===== src/design/fcas_pkg.sv =====
// Package for the fixed chunk allocator: request, response and queue command types,
// plus the status and kind codes. No dependencies.
package fcas_pkg;

   // Sum of a 10-bit start index and a 10-bit offset
   localparam int ADDR_SUM_W = 11;

   typedef enum logic [1:0] {
      KIND_ALLOC = 2'd0,
      KIND_FREE  = 2'd1,
      KIND_READ  = 2'd2,
      KIND_WRITE = 2'd3
   } kind_type;

   typedef enum logic [2:0] {
      ST_OK           = 3'd0,
      ST_NO_FREE      = 3'd1,
      ST_BAD_FREE     = 3'd2,
      ST_ALREADY_FREE = 3'd3,
      ST_OFFSET       = 3'd4,
      ST_BEYOND       = 3'd5
   } status_type;

   typedef enum logic [1:0] {
      OP_NONE  = 2'd0,
      OP_READ  = 2'd1,
      OP_WRITE = 2'd2
   } back_op_type;

   typedef struct packed {
      kind_type           kind;
      logic [9:0]         start_index;
      logic [9:0]         offset;
      logic signed [31:0] write_value;
   } req_type;

   typedef struct packed {
      status_type         status;
      logic [9:0]         chunk_start;
      logic signed [31:0] read_data;
   } rsp_type;

   // Command handed from the front to the back through the queue
   typedef struct packed {
      back_op_type             op;
      logic [ADDR_SUM_W-1:0]   addr;
      logic signed [31:0]      write_value;
      status_type              status;
      logic [9:0]              chunk_start;
   } cmd_type;

endpackage


===== src/design/fcas_front.sv =====
// Front of the chunk allocator: owns the chunk used bitmap, classifies each request
// and checks its address. Depends on fcas_pkg.
module fcas_front #(
   parameter int CHUNK_WORDS = 128,
   parameter int NUM_CHUNKS  = 8
) (
   input  logic             clock,
   input  logic             reset,
   input  logic             accept,
   input  fcas_pkg::req_type req_item,
   output fcas_pkg::cmd_type cmd
);
   import fcas_pkg::*;

   localparam int STORE_WORDS = CHUNK_WORDS * NUM_CHUNKS;

   logic [NUM_CHUNKS-1:0] used_ff, used_in;
   logic [NUM_CHUNKS-1:0] free_vec, pick, hit;
   logic                  any_free, in_store, hit_used, off_bad, beyond;
   logic [9:0]            alloc_start;
   logic [31:0]           start_w, off_w, sum_w;
   logic [ADDR_SUM_W-1:0] sum;

   assign free_vec = ~used_ff;
   // Isolate the lowest free chunk
   assign pick     = free_vec & (~free_vec + NUM_CHUNKS'(1));
   assign any_free = |free_vec;

   assign start_w = 32'(req_item.start_index);
   assign off_w   = 32'(req_item.offset);
   assign sum     = ADDR_SUM_W'(req_item.start_index) + ADDR_SUM_W'(req_item.offset);
   assign sum_w   = 32'(sum);

   always_comb begin
      alloc_start = '0;
      for (int i = 0; i < NUM_CHUNKS; i++) begin
         if (pick[i]) begin
            alloc_start = alloc_start | 10'(i * CHUNK_WORDS);
         end
         hit[i] = (start_w >= 32'(i * CHUNK_WORDS)) && (start_w < 32'((i + 1) * CHUNK_WORDS));
      end
   end

   assign in_store = start_w < 32'(STORE_WORDS);
   assign hit_used = |(hit & used_ff);
   assign off_bad  = off_w >= 32'(CHUNK_WORDS);
   assign beyond   = sum_w >= 32'(STORE_WORDS);

   always_comb begin
      cmd             = '0;
      cmd.op          = OP_NONE;
      cmd.status      = ST_OK;
      cmd.addr        = sum;
      cmd.write_value = req_item.write_value;
      used_in         = used_ff;
      unique case (req_item.kind)
         KIND_ALLOC: begin
            if (any_free) begin
               cmd.chunk_start = alloc_start;
               used_in         = used_ff | pick;
            end else begin
               cmd.status = ST_NO_FREE;
            end
         end
         KIND_FREE: begin
            if (!in_store) begin
               cmd.status = ST_BAD_FREE;
            end else if (!hit_used) begin
               cmd.status = ST_ALREADY_FREE;
            end else begin
               used_in = used_ff & ~hit;
            end
         end
         KIND_READ, KIND_WRITE: begin
            if (off_bad) begin
               cmd.status = ST_OFFSET;
            end else if (beyond) begin
               cmd.status = ST_BEYOND;
            end else begin
               cmd.op = (req_item.kind == KIND_READ) ? OP_READ : OP_WRITE;
            end
         end
         default: begin
            cmd.status = ST_OK;
         end
      endcase
   end

   always_ff @(posedge clock) begin
      if (reset) begin
         used_ff <= '0;
      end else if (accept) begin
         used_ff <= used_in;
      end
   end

endmodule


===== config.mk =====
export PLATFORM = sky130hd
export DESIGN_NAME = fcas_front
export DESIGN_NICKNAME = d
export VERILOG_FILES = /design/src/design/fcas_pkg.sv /design/src/design/fcas_front.sv
export SDC_FILE = /design/constraint.sdc
export NUM_CORES = 1
export LEC_CHECK = 0
export ABC_AREA = 1
export BUFFER_PORTS_ARGS = -buffer_cell sky130_fd_sc_hd__buf_2
export CORE_MARGIN = 3
export CORE_UTILIZATION = 35
export DETAILED_ROUTE_END_ITERATION = 12
export GPL_ROUTABILITY_DRIVEN = 0
export GPL_TIMING_DRIVEN = 0
export PLACE_DENSITY_LB_ADDON = 0.12
export SETUP_SLACK_MARGIN = 0.1
export SLEW_MARGIN = 0
export SYNTH_ARGS = -nofsm -noshare
export SYNTH_HDL_FRONTEND = slang
export SYNTH_SLANG_ARGS = --single-unit

===== constraint.sdc =====
create_clock -name clock -period 4.29 [get_ports clock]
set_input_delay 0.429 -clock clock [delete_from_list [all_inputs] [get_ports clock]]
set_output_delay 0.429 -clock clock [all_outputs]
set_load 0.05 [all_outputs]

### Yosys cells after proc, flatten, opt, wreduce, memory -nomap -nowiden

Index checks and enable logic that the tools add are counted.

* logic and storage cells: 71
* output and inout port bits: 58
* input port bits: 57
* register bits: 8

* equality and inequality tests: 6
* bitwise gates (word level): 7
* $lt $le $gt $ge: 18
* add/subtract/negate cells: 2
* multiplexer cells: 23
* reductions and logical operators: 14

Operators with widths (number)
* 2-to-1 mux 10 bit: 6
* >= comparator 10 bit, second input constant: 4
* < comparator 10 bit, second input constant: 4
* 2-to-1 mux 8 bit: 4
* AND 8 bit: 3
* inverter 8 bit: 3
* >= comparator 10 x 8 -> 1 bit, second input constant: 2
* >= comparator 10 x 9 -> 1 bit, second input constant: 2
* < comparator 10 x 9 -> 1 bit, second input constant: 2
* 2-to-1 mux 9 bit: 2
* case mux 8 bit (2 select lines): 1
* OR reduction 8 bit: 2
* 2-to-1 mux 2 bit: 6
* adder 10 x 10 -> 11 bit: 1
* >= comparator 11 bit, second input constant: 1
* < comparator 10 x 11 -> 1 bit, second input constant: 1
* >= comparator 10 x 1 -> 1 bit, second input constant: 1
* < comparator 10 x 8 -> 1 bit, second input constant: 1
* case mux 3 bit (3 select lines): 1
* adder 8 x 1 -> 8 bit, second input constant: 1
* logical AND 1 bit: 8
* OR 8 bit: 1
* 2-to-1 mux 3 bit: 2
* != test 2 bit, second input constant: 3
* other kinds (7): 8

### Depth between registers and ports, before layout

Gate-level depths: netlist of run 1.

* depth in word-level cells: 13
* depth in mapped cells: 9
* gate-level depth less buffers: 8

### Least setup slack after synthesis of run 1

Ideal clock, no wire load.

* path kind: in2out
* start: input req_item[32] (netlist name)
* end: output cmd[56] (netlist name)
* stages on the path: 5
* setup slack: 830 ps
* arrival time: 3031 ps
* buffers on the path: 0
* data required time: 3861 ps
* cell sequence: ha_1 fa_1 nand3_1 nand4_1 nor3_1

RTL lines
* start, declared: line fcas_front.sv:10 `input fcas_pkg::req_type req_item,`
* end, declared: line fcas_front.sv:11 `output fcas_pkg::cmd_type cmd`

==> impl_metrics.ini, run 1 <==
[run_status]
status = finished, final reports clean

[job]
cap_violations = 0

[routing]
viasPerCell = 4.67
post-route-drc-count = 0
wirelength_mm = 4.13
drt_iter0_markers = 69
drt-wirelength-per-cell_um = 11.1
vias = 1737
dr.pass1.iters = 4
antenna_left = 0

[setup_path]
r2r_setup_slack_ns = 2.83
r2r_cells = 7
r2r_start = used_ff[0]
setup.worst_path.start = req_item[32]
crit_end = cmd[12]
criticalPathCategory = input port to output port
required_ns = 3.86
start_kind = input port
rr_endpoint = used_ff[5]
crit_arrival_ns = 2.04
cp_max_fo = 5
endpoint_kind = output port

[finish]
drive_gt1_share_pct = 43.5
diodes = 0
largest_reg_flops = 8
finalNonFillerCells = 372
top_regs = used_ff: 8 flops
layout.nets = 392
area_delta_synth_final_pct = 32.8
regMostFlops = used_ff

[logic_synthesis]
async_flop_share_pct = 0
synth-seq-area-share_pct = 10.5
syn_avg_cell_area_um2 = 6.43
synth_cells = 238
ys_types = 28
post-synth-top-count-cell = buf_4
ys.flop_type = dfxtp_1
yosysWarnings = 0
synth_edf_count = 0
syn-cell-area_um2 = 1530
yosysTopAreaCell = buf_4
ys_seq_elements = 8
synth_commonest_cells = buf_4 (40), nand2_1 (39), nor2_1 (24)
ys_top_cells_by_area = buf_4 (20%), dfxtp_1 (10%), nand2_1 (9.6%)
synth_top_area_share_pct = 19.6

[timing]
fmax_mhz = 405
period_needed_ns = 2.47
skew_ns = 0.00442
fin_setup_tns_ns = 0
rsz0062_at_grt = false
final_max_slew_viol_count = 0
fin_crit_sh_pct = 57.6
hold_viol_final = 0
setup_viol = 0
fin_ws_ns = 1.82

[place]
place_ws_ns = 1.80
io_buffers = 75
dp_hpwl_mm = 3.61
dpl.cell_count = 369

[cts]
cts.sinks = 8
cts_setup_buffers = 0
clk_pin_slew_worst_paths_ns = 0.04
cts.root.buffer_cell = clkbuf_8
clk_latency_ns = 0.23
cts_tree = built
cts-buffers-inserted = 3
cts_buffer_depth = 2
cts_resized = 0
postCtsHoldBufs = 0
htree_levels = 1

[global_route]
grt_pass1_vias = 1677
gr-total-overflow = 0
grt_usage_pct = 15.7
antenna_found_initial = 0
grt_pass1_wl_mm = 6.87
grt_start_max_net_pins = 11

[floorplan]
die_x_um = 72.1
core.rowCount = 23
initial_core_util_pct = 37.2
ios = 115
design.core.area_um2 = 4120
die_y_um = 72.1
die_area_um2 = 5200

[pwr]
powerDensity_nw_per_um2 = 238
max-vdd-ir-drop_mv = 0.137
power.total_mw = 0.483
p_leak_nw = 1.08

[hold_path]
hold_class = input port to flip-flop
## worst max-delay path: stages
cell and delay (ns):
buf_2 0.10, ha_1 0.25, fa_1 0.46, nand3_1 0.11
nand4_1 0.20, o21ai_0 0.22, inv_1 0.05, buf_2 0.21
## worst min-delay path by stage
stage / start / to / slack [ns] / depth (start not counted)
2_1_floorplan: used_ff[6] / used_ff[6] / 0.47 / 2
3_3_place_gp: used_ff[6] / used_ff[6] / 0.51 / 2
3_5_place_dp: used_ff[6] / used_ff[6] / 0.52 / 2
4_1_cts: reset / used_ff[0] / 0.43 / 2
5_1_grt: reset / used_ff[0] / 0.43 / 2
6_report: reset / used_ff[0] / 0.43 / 2
## through the flow
stage,instance area [µm²],utilization (%),hold WS [ns]
global route,2030,49.4,0.435
finish,2030,49.4,0.434
global placement,1990,48.4,0.510
detailed placement,1990,48.4,0.516
CTS,2030,49.4,0.434
floorplan,1550,-,0.468
## report_power, final
group	internal, mW	leakage [nW]	switching (mW)	total [mW]
sequential	0.0753	0.0645	0.000827	0.0761
combinational	0.0888	0.997	0.229	0.318
clock	0.0606	0.0216	0.0280	0.0887
total	0.225	1.08	0.258	0.483
## final cells by class
type	instances	area, µm²
multi-input combinational	172	987
tap	50	62.6
sequential	8	160
inverter	22	82.6
fill	453	2080
timing repair buffer	75	375
clock buffer	3	41.3
buffer	42	323
## cells in the final DEF (no fill, tap or decap), types with 4 or more instances in the layout
cell | synthesis | layout
ha_1 | 10 | 10
nand3_1 | 20 | 20
a21oi_1 | 13 | 13
nand2_1 | 39 | 39
buf_2 | 0 | 75
xor2_1 | 6 | 6
nor3_1 | 5 | 5
inv_2 | 4 | 4
nor2_1 | 24 | 24
conb_1 | 1 | 7
buf_4 | 40 | 40
inv_1 | 18 | 18
dfxtp_1 | 8 | 8
nand2_2 | 5 | 5
o21ai_0 | 10 | 10
nand4_1 | 10 | 10
## per-layer routing
metal,wire (µm),up-vias,global-route usage [%]
li1,-,912,-
met2,1940,86,26.8
met1,1820,737,20.6
met3,363,2,2.77
met5,0,-,0
met4,6,0,3.55
## cells by family (layout without fill, tap and decap cells)
family,count (synthesis),in the layout,share of synthesized area [%]
simple gates,114,114,37.2
xor+xnor,8,8,4.58
compound gates,32,32,11.5
other cells,1,7,0.245
fa+ha+maj,11,11,9.48
flops,8,8,10.5
buf+inv,64,142,26.5
Note: power is estimated with default switching activity, not from simulation.
==> inputs of run 2 (changes only) <==
Clock period 4.29 ns to 2 ns, I/O delays scaled along.
==> impl_metrics.ini, run 2 (same netlist as run 1, synthesis figures left out) <==
[run_status]
status = finished, final reports clean

[place]
io_buffers = 75
dpl.cell_count = 369
dp_hpwl_mm = 3.51

[setup_path]
r2r_setup_slack_ns = 0.61
path_delay_family = adder cells
cp_slowest_stage_delay_ns = 0.39
crit_slowest_cell = fa_2
r2r_cells = 8
start_kind = input port
crit_top_cell = buf_4
required_ns = 1.80
cp_max_fo = 4
crit_arrival_ns = 1.61
crit_chain = buf_2, ha_4, fa_2, nand3_2, nand4_1, buf_4, o21ai_1, inv_1, buf_4
rr_endpoint = used_ff[0]
endpoint_kind = output port
critical_path_buf_inv_count = 4
r2r_start = used_ff[2]
criticalPathCategory = input port to output port

[finish]
area_delta_synth_final_pct = 47.7
largest_reg_flops = 8
top_regs = used_ff: 8 flops
finalNonFillerCells = 375
layout.nets = 395
final_core_util_pct = 54.9
final_common_cell = buf_2
diodes = 0
regMostFlops = used_ff
drive_gt1_share_pct = 51.4
fillers = 425
final_cell_mix = buf_2 (67), buf_4 (45), nand2_1 (38)

[routing]
post-route-drc-count = 0
dr.pass1.iters = 4
antenna_left = 0
viasPerCell = 4.69
wirelength_mm = 4.24
drt-wirelength-per-cell_um = 11.3
drt_iter0_markers = 56
vias = 1759

[timing]
holdWs_ns = 0.201
fin_crit_sh_pct = 90.5
skew_ns = 0.00502
setup_viol = 0
final_max_slew_viol_count = 0
fmax_mhz = 552
rsz0062_at_grt = true
hold_viol_final = 0
period_needed_ns = 1.81

[global_route]
globalRouteMet1Util_pct = 20.3
gr-usage-met2_pct = 26.3
grt_usage_pct = 15.4
grt_pass1_vias = 1543
grt_start_max_net_pins = 11
top_usage_layer = met2
gr-total-overflow = 0
grt_pass1_wl_mm = 6.65
met3_usage_pct = 4.16
antenna_found_initial = 0

[pwr]
p_leak_nw = 1.13
power.total_mw = 1.12
max-vdd-ir-drop_mv = 0.282
powerDensity_nw_per_um2 = 495

[cts]
clk_pin_slew_worst_paths_ns = 0.04
postCtsHoldBufs = 0
cts-buffers-inserted = 3
cts_buffer_depth = 2
clk_latency_ns = 0.23
htree_levels = 1
cts.root.buffer_cell = clkbuf_8
cts_tree = built
cts.sinks = 8

[floorplan]
initial_core_util_pct = 37.2
die_x_um = 72.1
design.core.area_um2 = 4120
die_y_um = 72.1
die_area_um2 = 5200
ios = 115
core.rowCount = 23

[hold_path]
hold_start = reset
hold_depth = 2
hold_class = input port to flip-flop
whs_endpoint = used_ff[4]

[job]
cap_violations = 0
-- run 2: cell count changes in the layout (fill, tap and decap cells not counted), moves of 3 or more --
cell | previous run | this run
buf_4 | 40 | 45
ha_4 | 0 | 6
buf_2 | 75 | 67
ha_1 | 10 | 1
o21ai_0 | 10 | 7
ha_2 | 0 | 3
clkbuf_4 | 0 | 5
-- run 2: timing repair --
action / CTS / global route
endpoints found under the setup margin: 5 / 10
gates resized for setup: 4 / 21
pin swaps: 1 / 3
setup buffers: 2 / 1
-- run 2: through the flow --
stage | setup slack [ns] | area, µm² | setup TNS, ns
3_3_place_gp | -0.0570 | 2110 | -0.0570
5_1_grt | 0.0770 | 2260 | 0
4_1_cts | 0.100 | 2180 | 0
2_1_floorplan | -0.360 | 1670 | -1.21
6_report | 0.190 | 2260 | 0
3_5_place_dp | -0.0949 | 2110 | -0.130
-- run 2: cell type report --
type                       instances  area (µm²)  share of cell area, %
inverter                          22        82.6                   3.65
buffer                            42         323                   14.3
multi-input combinational        172        1170                   51.7
clock buffer                       3        41.3                   1.83
sequential                         8         160                   7.09
tap                               50        62.6                   2.77
timing repair buffer              78         422                   18.7
-- run 2: how the worst max path moves through the flow --
stage,from,end,slack [ns],cells past startpoint
global placement,req_item[36],cmd[10],-0.06,9
global route,req_item[32],cmd[12],0.08,9
finish,req_item[32],cmd[12],0.19,9
detailed placement,req_item[50],cmd[10],-0.09,9
CTS,req_item[32],cmd[12],0.10,9
floorplan,req_item[32],cmd[56],-0.36,5
-- run 2: report_power, final --
| group | switching, mW | internal [mW] | leakage (nW) | total, mW |
|---|---|---|---|---|
| Combinational | 0.523 | 0.242 | 1.04 | 0.765 |
| Sequential | 0.00159 | 0.161 | 0.0645 | 0.163 |
| Clock | 0.0603 | 0.130 | 0.0216 | 0.190 |
-- run 2: worst reg2reg max path: stages, from the launching register on --
cell,delay [ns]
dfxtp_1,0.39
nand2_1,0.15
nor2_4,0.21
nand3_2,0.14
nand2_2,0.10
nor2_4,0.07
nand2_8,0.09
nand2_1,0.05
a21oi_1,0.12
-- run 2: metal layers --
metal	wire length [µm]	share of wire, %
met1	1790	42
met2	2000	47
met3	451	11
met4	0	0
met5	0	0
