$ cat src/design/fcas_pkg.sv
// Package for the fixed chunk allocator: request, response and queue command types,
// plus the status and kind codes. No dependencies.
package fcas_pkg;

   // Sum of a 10-bit start index and a 10-bit offset
   localparam int ADDR_SUM_W = 11;

   typedef enum logic [1:0] {
      KIND_ALLOC = 2'd0,
      KIND_FREE  = 2'd1,
      KIND_READ  = 2'd2,
      KIND_WRITE = 2'd3
   } kind_type;

   typedef enum logic [2:0] {
      ST_OK           = 3'd0,
      ST_NO_FREE      = 3'd1,
      ST_BAD_FREE     = 3'd2,
      ST_ALREADY_FREE = 3'd3,
      ST_OFFSET       = 3'd4,
      ST_BEYOND       = 3'd5
   } status_type;

   typedef enum logic [1:0] {
      OP_NONE  = 2'd0,
      OP_READ  = 2'd1,
      OP_WRITE = 2'd2
   } back_op_type;

   typedef struct packed {
      kind_type           kind;
      logic [9:0]         start_index;
      logic [9:0]         offset;
      logic signed [31:0] write_value;
   } req_type;

   typedef struct packed {
      status_type         status;
      logic [9:0]         chunk_start;
      logic signed [31:0] read_data;
   } rsp_type;

   // Command handed from the front to the back through the queue
   typedef struct packed {
      back_op_type             op;
      logic [ADDR_SUM_W-1:0]   addr;
      logic signed [31:0]      write_value;
      status_type              status;
      logic [9:0]              chunk_start;
   } cmd_type;

endpackage

$ cat src/design/fcas_queue.sv
// Two-entry command queue between the front and the back of the chunk allocator.
// Depends on fcas_pkg.
module fcas_queue (
   input  logic              clock,
   input  logic              reset,
   input  logic              push,
   input  fcas_pkg::cmd_type push_cmd,
   input  logic              pop,
   output logic              not_empty,
   output logic              full,
   output fcas_pkg::cmd_type head
);
   import fcas_pkg::*;

   cmd_type    entry_ff [2];
   logic       wr_ptr_ff, rd_ptr_ff;
   logic [1:0] count_ff;

   assign not_empty = count_ff != 2'd0;
   assign full      = count_ff == 2'd2;
   assign head      = entry_ff[rd_ptr_ff];

   always_ff @(posedge clock) begin
      if (push) begin
         entry_ff[wr_ptr_ff] <= push_cmd;
      end
   end

   always_ff @(posedge clock) begin
      if (reset) begin
         wr_ptr_ff <= 1'b0;
         rd_ptr_ff <= 1'b0;
         count_ff  <= '0;
      end else begin
         if (push) begin
            wr_ptr_ff <= ~wr_ptr_ff;
         end
         if (pop) begin
            rd_ptr_ff <= ~rd_ptr_ff;
         end
         count_ff <= count_ff + 2'(push) - 2'(pop);
      end
   end

endmodule

$ cat config.mk
export PLATFORM = sky130hd
export DESIGN_NAME = fcas_queue
export DESIGN_NICKNAME = d
export VERILOG_FILES = /design/src/design/fcas_pkg.sv /design/src/design/fcas_queue.sv
export SDC_FILE = /design/constraint.sdc
export NUM_CORES = 1
export LEC_CHECK = 0
export ABC_AREA = 1
export BUFFER_PORTS_ARGS = -buffer_cell sky130_fd_sc_hd__buf_2
export CAP_MARGIN = 0
export CORE_AREA = 2 2 96 98
export CTS_CLUSTER_DIAMETER = 50
export DETAILED_ROUTE_END_ITERATION = 10
export DIE_AREA = 0 0 98 100
export GPL_TIMING_DRIVEN = 0
export HOLD_SLACK_MARGIN = 0.1
export PLACE_DENSITY_LB_ADDON = 0.08
export SYNTH_ARGS = -nofsm -noshare
export SYNTH_HDL_FRONTEND = slang
export SYNTH_SLANG_ARGS = --single-unit
$ cat constraint.sdc
create_clock -name clock -period 4.9 [get_ports clock]
set_input_delay 0.98 -clock clock [delete_from_list [all_inputs] [get_ports clock]]
set_output_delay 0.98 -clock clock [all_outputs]
set_load 0.005 [all_outputs]
-- Word level (Yosys, flattened, before mapping)
Memories as Yosys holds them, arrays and structs flattened. A register that Yosys moved wholly into a read port is not among the register bits.
Cells that the tools add are included.
- mux-type cells: 4
- shift operators: 0
- divide/modulo/power cells: 0
- $mul: 0
- order comparisons: 0
- bitwise operators: 2
- $add $sub $neg: 2
- reductions and logical operators: 1
- equality and inequality tests: 1
- operators by type and width (operator ; count):
    two-way mux 1 bit ; 4
    adder 2 x 1 -> 2 bit ; 1
    == test 2 bit (second input constant) ; 1
    inverter 1 bit ; 2
    nonzero test 2 bit ; 1
    subtractor 2 x 1 -> 2 bit ; 1
- input port bits: 62
- bits in writable memories: 116
- bits in latches: 0
- output and inout port bits: 60
- bits in registers: 4
- word-level logic and storage cells: 14
- bits in read-only memories: 0
- memories: 1
- memories (memory ; words ; bits a word ; rd ports ; clocked after Yosys merged registers in ; write ports ; line ; source):
    entry_ff ; 2 ; 58 ; 1 ; 1 ; 1 ; fcas_queue.sv:15 ; cmd_type entry_ff [2];

-- Depth between registers and ports, before layout
Gate-level depths: netlist of run 1.
- depth in word-level cells: 3
- gate-level depth with buffers: 9

-- Worst setup path before layout of run 1
Ideal clock, no wire load.
- path type: in2reg
- start: input port push
- end: memory entry_ff[0][0] (netlist name), enable pin
- stages: 2
- data arrival time: 3.454 ns
- library setup time: 0.475 ns
- setup slack: 0.971 ns
- buffers on the path: 0
- path through: inv_1 nor2_1
- cells in the longest elaborated chain, start to end: 2
- ends and longest elaborated chain (element ; line ; source):
    start, declared ; fcas_queue.sv:6 ; input logic push,
    two-way mux 1 bit ; fcas_queue.sv:24 ; if (push) begin
    two-way mux 1 bit (not written as such) ; fcas_queue.sv:25 ; entry_ff[wr_ptr_ff] <= push_cmd;
    end, declared ; fcas_queue.sv:15 ;
Every way passes these cells.

==> results of run 1 <==
## report_power, final
part	switching, mW	internal (mW)
logic	0.108	0.130
registers	0.0134	1.20
clock network	0.394	0.701
## final timing paths
path | cells after the start | from | slack, ns | to
max reg2reg | 3 | wr_ptr_ff$_SDFFE_PP0P_ | 3.35 | entry_ff[1][11]$_DFFE_PP_
max | 4 | register | 2.22 | head[44]
min reg2reg | 2 | rd_ptr_ff$_SDFFE_PP0P_ | 0.53 | register
min | 2 | rd_ptr_ff$_SDFFE_PP0P_ | 0.53 | register
## per-stage QoR
step	setup TNS (ns)	utilization, %	area [µm²]	power, mW
after floorplan	0	-	4480	1.36
after global placement	-35.72	58.8	5230	1.46
after detailed placement	0	59.7	5300	1.48
after CTS	0	65.6	5830	2.58
after global routing	0	65.6	5830	2.64
final	0	65.6	5830	2.54
## cell families (layout without fill, tap and decap cells)
| logic type | count (synthesis) | count (layout) | share of synthesized area (%) |
|---|---|---|---|
| buf+inv | 14 | 167 | 1.76 |
| compound gates | 1 | 1 | 0.112 |
| fa+ha+maj | 2 | 2 | 0.558 |
| simple gates | 14 | 14 | 1.23 |
| flops | 121 | 121 | 79.9 |
| xor+xnor | 1 | 1 | 0.195 |
| mux | 58 | 58 | 16.2 |
## per-layer routing
layer / GRT usage [%] / part of all wire, % / up-vias
li1: - / - / 1102
met3: 6.89 / 7.6 / 14
met5: 0 / 0 / -
met2: 25.6 / 52 / 80
met4: 8.12 / 1.8 / 0
met1: 16.5 / 39 / 1121
## layout by cell type, fill, tap and decap left out, types with 3 or more instances in the layout
cell and instances:
sky130_fd_sc_hd__buf_2 124, sky130_fd_sc_hd__buf_6 3, sky130_fd_sc_hd__clkbuf_16 16, sky130_fd_sc_hd__clkinv_1 3
sky130_fd_sc_hd__clkinv_2 5, sky130_fd_sc_hd__dfxtp_1 5, sky130_fd_sc_hd__edfxtp_1 116, sky130_fd_sc_hd__inv_1 7
sky130_fd_sc_hd__mux2_2 38, sky130_fd_sc_hd__mux2_4 20, sky130_fd_sc_hd__nand2_1 5, sky130_fd_sc_hd__nor2_1 6
## cell usage after synthesis
library cell	count	area share, %
sky130_fd_sc_hd__nand2_1	5	0.42
sky130_fd_sc_hd__buf_2	3	0.33
sky130_fd_sc_hd__dfxtp_1	5	2.2
sky130_fd_sc_hd__ha_1	2	0.56
sky130_fd_sc_hd__nor3_1	1	0.11
sky130_fd_sc_hd__mux2_2	38	9.5
sky130_fd_sc_hd__nand3_1	1	0.11
sky130_fd_sc_hd__buf_6	3	0.75
sky130_fd_sc_hd__edfxtp_1	116	78
sky130_fd_sc_hd__inv_1	8	0.67
sky130_fd_sc_hd__xnor2_1	1	0.20
sky130_fd_sc_hd__nor2_1	7	0.59
sky130_fd_sc_hd__a21oi_1	1	0.11
sky130_fd_sc_hd__mux2_4	20	6.7
## layout make-up
cell class / count / area (µm²)
clock buffer: 17 / 414
clock inverter: 12 / 111
sequential: 121 / 3580
inverter: 8 / 30.0
buffer: 6 / 48.8
fill: 660 / 3060
timing repair buffer: 124 / 673
tap: 111 / 139
multi-input combinational: 76 / 830
## tightest hold or removal path: cells and delay by family (launching register included)
family,cells,cell delay [ns]
xor+xnor,1,0.09
simple gates,1,0.08
flops,1,0.33
## registers in the layout, indices dropped and copies added, names as in the netlist, named ones only
name and count:
rd_ptr_ff 1, wr_ptr_ff 1, entry_ff 116, count_ff 2
==> run_summary.xml, run 1 <==
<?xml version="1.0" encoding="UTF-8"?>
<metrics>
  <group name="place">
    <metric name="port-buffer-count" unit="">121</metric>
    <metric name="globalplace.congestion" unit="">0.695</metric>
    <metric name="hpwlAfterDp" unit="µm">4830</metric>
    <metric name="preCtsSetupSlack" unit="ns">2.61</metric>
    <metric name="place_inst" unit="">446</metric>
  </group>
  <group name="final_layout">
    <metric name="layout.nets" unit="">418</metric>
    <metric name="layout-drive-gt1-share" unit="%">59.3</metric>
    <metric name="fin_cells" unit="">475</metric>
    <metric name="n_antenna_cell" unit="">0</metric>
    <metric name="area_delta_synth_final" unit="%">30.0</metric>
  </group>
  <group name="floorplan">
    <metric name="placementRows" unit="">35</metric>
    <metric name="core_area" unit="µm²">8890</metric>
    <metric name="num_io_pins" unit="">122</metric>
    <metric name="chipHeight" unit="µm">100</metric>
    <metric name="fp.dieW" unit="µm">98</metric>
    <metric name="effective_utilization_at_floorplan" unit="%">50.4</metric>
    <metric name="design.die.area" unit="µm²">9800</metric>
  </group>
  <group name="critical_path">
    <metric name="critical_path.endpoint_type" unit="">output pin</metric>
    <metric name="worstPathCellList" unit="">buf_6, buf_6, mux2_4, buf_2</metric>
    <metric name="startpoint_type" unit="">register</metric>
    <metric name="path_max_fanout" unit="">10</metric>
    <metric name="crit_path_max_incr_delay" unit="ns">0.38</metric>
    <metric name="path_delay_family" unit="">buffers and inverters</metric>
    <metric name="critical_path_buf_inv_count" unit="">3</metric>
    <metric name="critPathSlowestCell" unit="">sky130_fd_sc_hd__dfxtp_1</metric>
    <metric name="critical_path_class" unit="">register to output pin</metric>
    <metric name="critical_path_arrival" unit="ns">1.70</metric>
    <metric name="cp_data_required_time" unit="ns">3.92</metric>
    <metric name="critPathMostFrequentCell" unit="">sky130_fd_sc_hd__buf_6</metric>
  </group>
  <group name="cts">
    <metric name="num_clock_sinks" unit="">121</metric>
    <metric name="post_cts_hold_fix_bufs" unit="">0</metric>
    <metric name="postCtsSetupRepairBufs" unit="">0</metric>
    <metric name="ctsHtreeMaxLevel" unit="">4</metric>
    <metric name="clock_tree.buffer_depth" unit="">2</metric>
    <metric name="cts_tree" unit="">built</metric>
    <metric name="clockRootBuffer" unit="">sky130_fd_sc_hd__clkbuf_8</metric>
    <metric name="tritoncts.num_buffers" unit="">17</metric>
    <metric name="post_cts_resized" unit="">0</metric>
    <metric name="cts.reportedPaths.clkPinSlew" unit="ns">0.05</metric>
    <metric name="worstSkewPairLatency" unit="ns">0.50</metric>
  </group>
  <group name="timing">
    <metric name="slew_headroom" unit="%">59.7</metric>
    <metric name="layout_worst_path_cycle_share" unit="%">54.6</metric>
    <metric name="finalHoldViolations" unit="">0</metric>
    <metric name="timing.final.ws_setup" unit="ns">2.22</metric>
    <metric name="worst_pin_slew" unit="ns">0.604</metric>
    <metric name="clock.fmax" unit="MHz">374</metric>
    <metric name="setup_violations" unit="">0</metric>
    <metric name="final_critical_path_time_including_i_o_delays_and_setup" unit="ns">2.68</metric>
    <metric name="timing.hold.ws" unit="ns">0.533</metric>
    <metric name="slew_viol_final" unit="">0</metric>
    <metric name="setup_repair_after_global_routing_missed_its_margin" unit="">false</metric>
    <metric name="final.setup_skew" unit="ns">0.00645</metric>
  </group>
  <group name="drt">
    <metric name="remaining_drc_errors" unit="">0</metric>
    <metric name="drtPass1Iterations" unit="">4</metric>
    <metric name="drt-total-wl" unit="µm">7340</metric>
    <metric name="avgViaCountPerCell" unit="">4.88</metric>
    <metric name="initialDrtViolationCount" unit="">98</metric>
    <metric name="drt.antenna.violating_nets" unit="">0</metric>
    <metric name="vias" unit="">2317</metric>
    <metric name="wire_per_inst" unit="µm">15.4</metric>
  </group>
  <group name="synthesis">
    <metric name="ys_seq_elements" unit="">121</metric>
    <metric name="synth_nets" unit="">275</metric>
    <metric name="synth-warning-count" unit="">0</metric>
    <metric name="average_instance_area_after_synthesis" unit="µm²">21.3</metric>
    <metric name="synth_seq_area_share" unit="%">79.9</metric>
    <metric name="syn-cell-area" unit="µm²">4480</metric>
    <metric name="syn_inst" unit="">211</metric>
    <metric name="synth.distinct_cells" unit="">14</metric>
  </group>
  <group name="global_routing">
    <metric name="initial_antenna_violation_count" unit="">0</metric>
    <metric name="grt_remaining_overflow" unit="">0</metric>
    <metric name="grt_max_degree" unit="">35</metric>
    <metric name="via_count_of_the_first_global_routing_pass" unit="">2395</metric>
    <metric name="gr-usage-all-layers" unit="%">15.3</metric>
    <metric name="grt_pass1_wl" unit="µm">11200</metric>
  </group>
  <group name="power_and_ir_drop">
    <metric name="peakVddDrop" unit="mV">0.323</metric>
    <metric name="power_leakage" unit="nW">2.31</metric>
    <metric name="power_density" unit="nW/µm²">436</metric>
  </group>
  <group name="min_path">
    <metric name="hp-class" unit="">register to register</metric>
  </group>
  <group name="job">
    <metric name="timing.max_cap.violations" unit="">0</metric>
  </group>
  <group name="outcome">
    <metric name="outcome" unit="">finished clean</metric>
  </group>
</metrics>
No activity file was read; power rests on OpenSTA's default activity.
==> run 2, diff against run 1 <==
--- a/config.mk
+++ b/config.mk
@@ -8,10 +8,10 @@
 export ABC_AREA = 1
 export BUFFER_PORTS_ARGS = -buffer_cell sky130_fd_sc_hd__buf_2
 export CAP_MARGIN = 0
-export CORE_AREA = 2 2 96 98
+export CORE_AREA = 2 2 101 103
 export CTS_CLUSTER_DIAMETER = 50
 export DETAILED_ROUTE_END_ITERATION = 10
-export DIE_AREA = 0 0 98 100
+export DIE_AREA = 0 0 103 105
 export GPL_TIMING_DRIVEN = 0
 export HOLD_SLACK_MARGIN = 0.1
 export PLACE_DENSITY_LB_ADDON = 0.08
==> constraint.sdc (replaced) <==
create_clock -name clock -period 2.3 [get_ports clock]
set_input_delay 0.46 -clock clock [delete_from_list [all_inputs] [get_ports clock]]
set_output_delay 0.46 -clock clock [all_outputs]
set_load 0.005 [all_outputs]
==> run 2 against run 1 <==
Compared with the run above: wire length increased by 6.3%; core utilization decreased by 4.2 points; final cell count increased by 5.3%; highest routed layer unchanged; largest cell class unchanged; critical path depth unchanged; sequential power increased by 110%.
==> run_summary.xml, run 2 (synthesis gave the netlist of run 1 again) <==
<?xml version="1.0" encoding="UTF-8"?>
<metrics>
  <group name="outcome">
    <metric name="outcome" unit="">finished clean</metric>
  </group>
  <group name="final_layout">
    <metric name="n_antenna_cell" unit="">0</metric>
    <metric name="number_of_flip_flops_under_the_largest_register_name" unit="">116</metric>
    <metric name="max_flop_register" unit="">entry_ff</metric>
    <metric name="fillCellCount" unit="">774</metric>
    <metric name="final_core_utilization" unit="%">61.4</metric>
    <metric name="top_regs" unit="">entry_ff (116), count_ff (2)</metric>
    <metric name="area_delta_synth_final" unit="%">31.9</metric>
    <metric name="layout.cells.most_common" unit="">sky130_fd_sc_hd__buf_2</metric>
    <metric name="layout_common_cells" unit="">sky130_fd_sc_hd__buf_2 (124), sky130_fd_sc_hd__edfxtp_1 (116), sky130_fd_sc_hd__mux2_2 (38), sky130_fd_sc_hd__mux2_4 (20), sky130_fd_sc_hd__clkbuf_16 (16)</metric>
    <metric name="layout.nets" unit="">418</metric>
    <metric name="layout-drive-gt1-share" unit="%">60.5</metric>
  </group>
  <group name="floorplan">
    <metric name="effective_utilization_at_floorplan" unit="%">46.5</metric>
    <metric name="design.die.area" unit="µm²">10800</metric>
    <metric name="num_io_pins" unit="">122</metric>
    <metric name="core_area" unit="µm²">9640</metric>
    <metric name="fp.dieW" unit="µm">103</metric>
    <metric name="chipHeight" unit="µm">105</metric>
    <metric name="placementRows" unit="">36</metric>
  </group>
  <group name="timing">
    <metric name="setup_violations" unit="">0</metric>
    <metric name="final.setup_skew" unit="ns">0.00631</metric>
    <metric name="layout_worst_path_cycle_share" unit="%">93.0</metric>
    <metric name="slew_headroom" unit="%">52.6</metric>
    <metric name="clock.fmax" unit="MHz">467</metric>
    <metric name="slew_viol_final" unit="">0</metric>
    <metric name="final_critical_path_time_including_i_o_delays_and_setup" unit="ns">2.14</metric>
    <metric name="finalHoldViolations" unit="">0</metric>
    <metric name="timing.hold.ws" unit="ns">0.144</metric>
    <metric name="worst_pin_slew" unit="ns">0.710</metric>
    <metric name="setup_repair_after_global_routing_missed_its_margin" unit="">false</metric>
    <metric name="timing.final.ws_setup" unit="ns">0.160</metric>
    <metric name="setup-tns-final" unit="ns">0</metric>
  </group>
  <group name="critical_path">
    <metric name="startpoint_type" unit="">register</metric>
    <metric name="cp_data_required_time" unit="ns">1.84</metric>
    <metric name="path_max_fanout" unit="">10</metric>
    <metric name="critical_path.endpoint_type" unit="">output pin</metric>
    <metric name="critical_path_arrival" unit="ns">1.68</metric>
    <metric name="critical_path_class" unit="">register to output pin</metric>
  </group>
  <group name="global_routing">
    <metric name="via_count_of_the_first_global_routing_pass" unit="">2415</metric>
    <metric name="grt_pass1_wl" unit="µm">11800</metric>
    <metric name="gr-usage-all-layers" unit="%">15.0</metric>
    <metric name="grt_max_degree" unit="">31</metric>
    <metric name="grt_remaining_overflow" unit="">0</metric>
    <metric name="initial_antenna_violation_count" unit="">0</metric>
  </group>
  <group name="cts">
    <metric name="clockRootBuffer" unit="">sky130_fd_sc_hd__clkbuf_8</metric>
    <metric name="clock_tree.buffer_depth" unit="">2</metric>
    <metric name="cts.reportedPaths.clkPinSlew" unit="ns">0.06</metric>
    <metric name="num_clock_sinks" unit="">121</metric>
    <metric name="cts_tree" unit="">built</metric>
    <metric name="worstSkewPairLatency" unit="ns">0.50</metric>
    <metric name="ctsHtreeMaxLevel" unit="">4</metric>
    <metric name="tritoncts.num_buffers" unit="">17</metric>
    <metric name="post_cts_hold_fix_bufs" unit="">0</metric>
  </group>
  <group name="place">
    <metric name="globalplace.congestion" unit="">0.718</metric>
    <metric name="hpwlAfterDp" unit="µm">5150</metric>
    <metric name="preCtsSetupSlack" unit="ns">0.465</metric>
    <metric name="port-buffer-count" unit="">121</metric>
  </group>
  <group name="power_and_ir_drop">
    <metric name="net-switching-power" unit="mW">1.20</metric>
    <metric name="share_clk_of_total_power" unit="%">45.5</metric>
    <metric name="pwr-share-seq" unit="%">45.5</metric>
    <metric name="power_density" unit="nW/µm²">960</metric>
    <metric name="internal_power" unit="mW">4.48</metric>
    <metric name="peakVddDrop" unit="mV">0.587</metric>
    <metric name="sw_frac_of_total" unit="%">21.2</metric>
    <metric name="power_leakage" unit="nW">2.32</metric>
    <metric name="power.combinational.fraction" unit="%">9.0</metric>
  </group>
  <group name="drt">
    <metric name="avgViaCountPerCell" unit="">4.68</metric>
    <metric name="route.met2.wl" unit="µm">4000</metric>
    <metric name="drt.antenna.violating_nets" unit="">0</metric>
    <metric name="wire_per_inst" unit="µm">15.6</metric>
    <metric name="wirelength_met1" unit="µm">3170</metric>
    <metric name="vias" unit="">2339</metric>
    <metric name="top_layer" unit="">met4</metric>
    <metric name="remaining_drc_errors" unit="">0</metric>
    <metric name="drt-total-wl" unit="µm">7800</metric>
    <metric name="drtPass1Iterations" unit="">4</metric>
    <metric name="initialDrtViolationCount" unit="">90</metric>
    <metric name="met3RoutedLength" unit="µm">577</metric>
  </group>
  <group name="min_path">
    <metric name="hp-class" unit="">primary input to register</metric>
  </group>
  <group name="job">
    <metric name="timing.max_cap.violations" unit="">0</metric>
  </group>
</metrics>
==> run 2: cell count changes in the layout (fill, tap and decap cells not counted) <==
cell / before / now
sky130_fd_sc_hd__clkinvlp_4: 2 / 6
sky130_fd_sc_hd__inv_6: 0 / 3
sky130_fd_sc_hd__bufinv_16: 2 / 3
sky130_fd_sc_hd__buf_12: 2 / 3
sky130_fd_sc_hd__buf_16: 1 / 0
sky130_fd_sc_hd__clkinv_2: 5 / 2
sky130_fd_sc_hd__dfxtp_1: 5 / 4
sky130_fd_sc_hd__dfxtp_2: 0 / 1
sky130_fd_sc_hd__clkinv_1: 3 / 1
==> run 2: worst paths after layout <==
check	slack, ns	depth (start not counted)	to	startpoint
worst max-delay path	0.16	4	head[51]	register
worst min-delay path	0.14	1	entry_ff[0][11]$_DFFE_PP_	push_cmd[11]
worst max register to register	0.69	3	entry_ff[1][4]$_DFFE_PP_	wr_ptr_ff$_SDFFE_PP0P_
worst min register to register	0.53	2	rd_ptr_ff$_SDFFE_PP0P_	rd_ptr_ff$_SDFFE_PP0P_
==> run 2: timing repair <==
item,4_1_cts,5_1_grt
setup buffers,0,0
resized for setup,0,1
endpoints found under the setup margin,0,18
==> run 2: worst max-delay path, cell delays in order, from the launching register on <==
cell                      delay (ns)
sky130_fd_sc_hd__dfxtp_2        0.37
sky130_fd_sc_hd__buf_6          0.17
sky130_fd_sc_hd__buf_6          0.20
sky130_fd_sc_hd__mux2_4         0.31
sky130_fd_sc_hd__buf_2          0.13
==> run 2: final cells by class <==
type,instances,area [µm²],share of cell area (%)
buffer,6,48.8,0.825
clock buffer,17,414,7.00
clock inverter,15,175,2.96
inverter,8,30.0,0.508
multi-input combinational,76,830,14.0
sequential,121,3580,60.6
tap,133,166,2.81
timing repair buffer,124,666,11.3
==> run 2: per-layer routing <==
| metal | GRT usage (%) | vias to the layer above |
|---|---|---|
| met5 | 0 | - |
| met4 | 5.92 | 0 |
| met3 | 6.35 | 7 |
| met2 | 24.3 | 83 |
| met1 | 17.4 | 1143 |
| li1 | - | 1106 |
==> run 2: metrics by stage <==
step | area [µm²] | cells | total power, mW
after floorplan | 4490 | 211 | 2.90
after global placement | 5260 | 465 | 3.12
after detailed placement | 5320 | 468 | 3.15
after CTS | 5910 | 500 | 5.74
after global routing | 5910 | 500 | 5.89
final | 5910 | 500 | 5.68
==> run 2: power by group through the flow <==
stage	logic [mW]	registers (mW)	clock network, mW
2_1_floorplan	0.282	2.62	0
3_3_place_gp	0.495	2.63	0
3_5_place_dp	0.521	2.63	0
4_1_cts	0.523	2.58	2.64
5_1_grt	0.563	2.59	2.73
6_report	0.513	2.58	2.58
==> run 3, diff against run 2 <==
--- a/config.mk
+++ b/config.mk
@@ -8,13 +8,13 @@
 export ABC_AREA = 1
 export BUFFER_PORTS_ARGS = -buffer_cell sky130_fd_sc_hd__buf_2
 export CAP_MARGIN = 0
-export CORE_AREA = 2 2 101 103
+export CORE_AREA = 4 4 103 105
 export CTS_CLUSTER_DIAMETER = 50
 export DETAILED_ROUTE_END_ITERATION = 10
-export DIE_AREA = 0 0 103 105
+export DIE_AREA = 0 0 107 109
 export GPL_TIMING_DRIVEN = 0
 export HOLD_SLACK_MARGIN = 0.1
-export PLACE_DENSITY_LB_ADDON = 0.08
+export PLACE_DENSITY = 0.76
 export SYNTH_ARGS = -nofsm -noshare
 export SYNTH_HDL_FRONTEND = slang
 export SYNTH_SLANG_ARGS = --single-unit
==> run 3 against run 2 <==
Compared with the run above: sequential cell count is the same; core utilization barely moved; final cell count decreased by 0.20%; sequential power about the same; global-route usage down 0.83 points; critical endpoint is now head[46]; largest cell class unchanged.
==> run_summary.xml, run 3 (synthesis gave the netlist of run 1 again) <==
<?xml version="1.0" encoding="UTF-8"?>
<metrics>
  <group name="final_layout">
    <metric name="layout-drive-gt1-share" unit="%">59.6</metric>
    <metric name="layout.cells.most_common" unit="">sky130_fd_sc_hd__buf_2</metric>
    <metric name="layout.nets" unit="">417</metric>
    <metric name="top_regs" unit="">entry_ff (116), count_ff (2)</metric>
    <metric name="n_antenna_cell" unit="">0</metric>
    <metric name="number_of_flip_flops_under_the_largest_register_name" unit="">116</metric>
    <metric name="fin_area" unit="µm²">5920</metric>
    <metric name="layout_common_cells" unit="">sky130_fd_sc_hd__buf_2 (124), sky130_fd_sc_hd__edfxtp_1 (116), sky130_fd_sc_hd__mux2_2 (38), sky130_fd_sc_hd__mux2_4 (20), sky130_fd_sc_hd__clkbuf_16 (16)</metric>
    <metric name="area_delta_synth_final" unit="%">32.0</metric>
    <metric name="max_flop_register" unit="">entry_ff</metric>
  </group>
  <group name="power_and_ir_drop">
    <metric name="sw_frac_of_total" unit="%">19.4</metric>
    <metric name="share_clk_of_total_power" unit="%">46.5</metric>
    <metric name="power_density" unit="nW/µm²">977</metric>
    <metric name="net-switching-power" unit="mW">1.12</metric>
    <metric name="internal_power" unit="mW">4.66</metric>
    <metric name="pwr-share-seq" unit="%">44.7</metric>
    <metric name="power_leakage" unit="nW">2.34</metric>
    <metric name="p_total" unit="mW">5.78</metric>
    <metric name="peakVddDrop" unit="mV">0.521</metric>
    <metric name="power.combinational.fraction" unit="%">8.8</metric>
  </group>
  <group name="floorplan">
    <metric name="chipHeight" unit="µm">109</metric>
    <metric name="fp.dieW" unit="µm">107</metric>
    <metric name="placementRows" unit="">36</metric>
    <metric name="design.die.area" unit="µm²">11700</metric>
    <metric name="num_io_pins" unit="">122</metric>
    <metric name="effective_utilization_at_floorplan" unit="%">46.5</metric>
    <metric name="core_area" unit="µm²">9640</metric>
  </group>
  <group name="min_path">
    <metric name="min_to" unit="">entry_ff[0][35]$_DFFE_PP_</metric>
    <metric name="worstHoldPathCells" unit="">1</metric>
    <metric name="hold_start" unit="">push_cmd[35]</metric>
    <metric name="hp-class" unit="">primary input to register</metric>
  </group>
  <group name="timing">
    <metric name="setup_repair_after_global_routing_missed_its_margin" unit="">false</metric>
    <metric name="setup-tns-final" unit="ns">0</metric>
    <metric name="setup_violations" unit="">0</metric>
    <metric name="layout_worst_path_cycle_share" unit="%">91.9</metric>
    <metric name="finalHoldViolations" unit="">0</metric>
    <metric name="worst_pin_slew" unit="ns">0.843</metric>
    <metric name="slew_viol_final" unit="">0</metric>
    <metric name="final_critical_path_time_including_i_o_delays_and_setup" unit="ns">2.11</metric>
    <metric name="final.setup_skew" unit="ns">0.00708</metric>
    <metric name="slew_headroom" unit="%">43.6</metric>
    <metric name="clock.fmax" unit="MHz">473</metric>
  </group>
  <group name="critical_path">
    <metric name="rr_startpoint" unit="">wr_ptr_ff$_SDFFE_PP0P_</metric>
    <metric name="critical_path_arrival" unit="ns">1.65</metric>
    <metric name="startpoint_type" unit="">register</metric>
    <metric name="r2r_cells" unit="">2</metric>
    <metric name="critical_path_class" unit="">register to output pin</metric>
    <metric name="worstPathCellList" unit="">buf_6, buf_6, mux2_4, buf_2</metric>
    <metric name="crit_path_max_incr_delay" unit="ns">0.35</metric>
    <metric name="register_to_register_setup_slack" unit="ns">0.66</metric>
    <metric name="cp_data_required_time" unit="ns">1.84</metric>
    <metric name="critical_path.endpoint_type" unit="">output pin</metric>
    <metric name="critPathMostFrequentCell" unit="">sky130_fd_sc_hd__buf_6</metric>
    <metric name="critPathSlowestCell" unit="">sky130_fd_sc_hd__dfxtp_2</metric>
    <metric name="r2r-end" unit="">entry_ff[0][51]$_DFFE_PP_</metric>
    <metric name="path_max_fanout" unit="">10</metric>
  </group>
  <group name="cts">
    <metric name="cts_tree" unit="">built</metric>
    <metric name="cts.reportedPaths.clkPinSlew" unit="ns">0.06</metric>
    <metric name="tritoncts.num_buffers" unit="">17</metric>
    <metric name="post_cts_hold_fix_bufs" unit="">0</metric>
    <metric name="clockRootBuffer" unit="">sky130_fd_sc_hd__clkbuf_8</metric>
    <metric name="clock_tree.buffer_depth" unit="">2</metric>
    <metric name="worstSkewPairLatency" unit="ns">0.49</metric>
    <metric name="ctsHtreeMaxLevel" unit="">4</metric>
    <metric name="num_clock_sinks" unit="">121</metric>
  </group>
  <group name="global_routing">
    <metric name="grt_remaining_overflow" unit="">0</metric>
    <metric name="grt_pass1_wl" unit="µm">12300</metric>
    <metric name="via_count_of_the_first_global_routing_pass" unit="">2530</metric>
    <metric name="grt_max_degree" unit="">33</metric>
    <metric name="initial_antenna_violation_count" unit="">0</metric>
    <metric name="gr-usage-all-layers" unit="%">14.1</metric>
  </group>
  <group name="drt">
    <metric name="drt-total-wl" unit="µm">7840</metric>
    <metric name="vias" unit="">2352</metric>
    <metric name="initialDrtViolationCount" unit="">76</metric>
    <metric name="wire_per_inst" unit="µm">15.7</metric>
    <metric name="remaining_drc_errors" unit="">0</metric>
    <metric name="avgViaCountPerCell" unit="">4.71</metric>
    <metric name="drt.antenna.violating_nets" unit="">0</metric>
    <metric name="drtPass1Iterations" unit="">4</metric>
  </group>
  <group name="outcome">
    <metric name="outcome" unit="">finished clean</metric>
  </group>
  <group name="place">
    <metric name="globalplace.congestion" unit="">0.657</metric>
    <metric name="hpwlAfterDp" unit="µm">5360</metric>
    <metric name="port-buffer-count" unit="">121</metric>
    <metric name="placed_area" unit="µm²">5300</metric>
  </group>
  <group name="job">
    <metric name="timing.max_cap.violations" unit="">0</metric>
  </group>
</metrics>
run 3: worst max-delay path by stage:
| stage | start | end | slack [ns] | depth (start not counted) |
|---|---|---|---|---|
| floorplan | push | entry_ff[1][0]$_DFFE_PP_ | 0.23 | 2 |
| global placement | push | entry_ff[1][41]$_DFFE_PP_ | -0.52 | 3 |
| detailed placement | push | entry_ff[0][42]$_DFFE_PP_ | 0.33 | 4 |
| CTS | register | head[46] | 0.07 | 4 |
| global route | register | head[44] | 0.07 | 4 |
| finish | register | head[46] | 0.19 | 4 |
run 3: layout make-up:
cell class                 instances  area (µm²)
fill                             748        3720
clock inverter                     8         143
inverter                           8        30.0
sequential                       121        3580
timing repair buffer             123         646
multi-input combinational         76         830
tap                              133         166
clock buffer                      24         470
buffer                             6        48.8
run 3: routing by layer:
| layer | up-vias | part of all wire (%) | track usage [%] | wire length [µm] |
|---|---|---|---|---|
| li1 | 1102 | - | - | - |
| met1 | 1158 | 40 | 15.8 | 3110 |
| met2 | 84 | 52 | 24.4 | 4110 |
| met3 | 8 | 7.3 | 5.62 | 572 |
| met4 | 0 | 0.70 | 5.48 | 55 |
| met5 | - | 0 | 0 | 0 |
run 3: metrics by stage:
| step | cells | worst slack [ns] | utilization [%] | hold WS [ns] |
|---|---|---|---|---|
| after floorplan | 211 | 0.232 | - | 0.480 |
| after global placement | 465 | -0.516 | 54.6 | 0.496 |
| after detailed placement | 467 | 0.330 | 55.0 | 0.524 |
| after CTS | 499 | 0.0701 | 61.4 | 0.125 |
| after global routing | 499 | 0.0683 | 61.4 | 0.121 |
| final | 499 | 0.187 | 61.4 | 0.148 |
run 3: repair_timing:
action                                  in CTS  in global routing
resized for setup                            0                  1
setup buffers                                0                  0
endpoints found under the setup margin       0                  2
run 3: power groups by stage:
stage                     Clock, mW  Combinational, mW  Sequential (mW)
final                          2.69              0.507             2.58
after global routing           2.86              0.557             2.59
after CTS                      2.74              0.521             2.58
after detailed placement          0              0.517             2.63
after global placement            0              0.492             2.63
after floorplan                   0              0.282             2.62
run 3: worst max-delay path: cells and delay by family (launching register included):
family,cells,cell delay [ns]
DFF,1,0.35
buffers and inverters,3,0.49
muxes,1,0.31
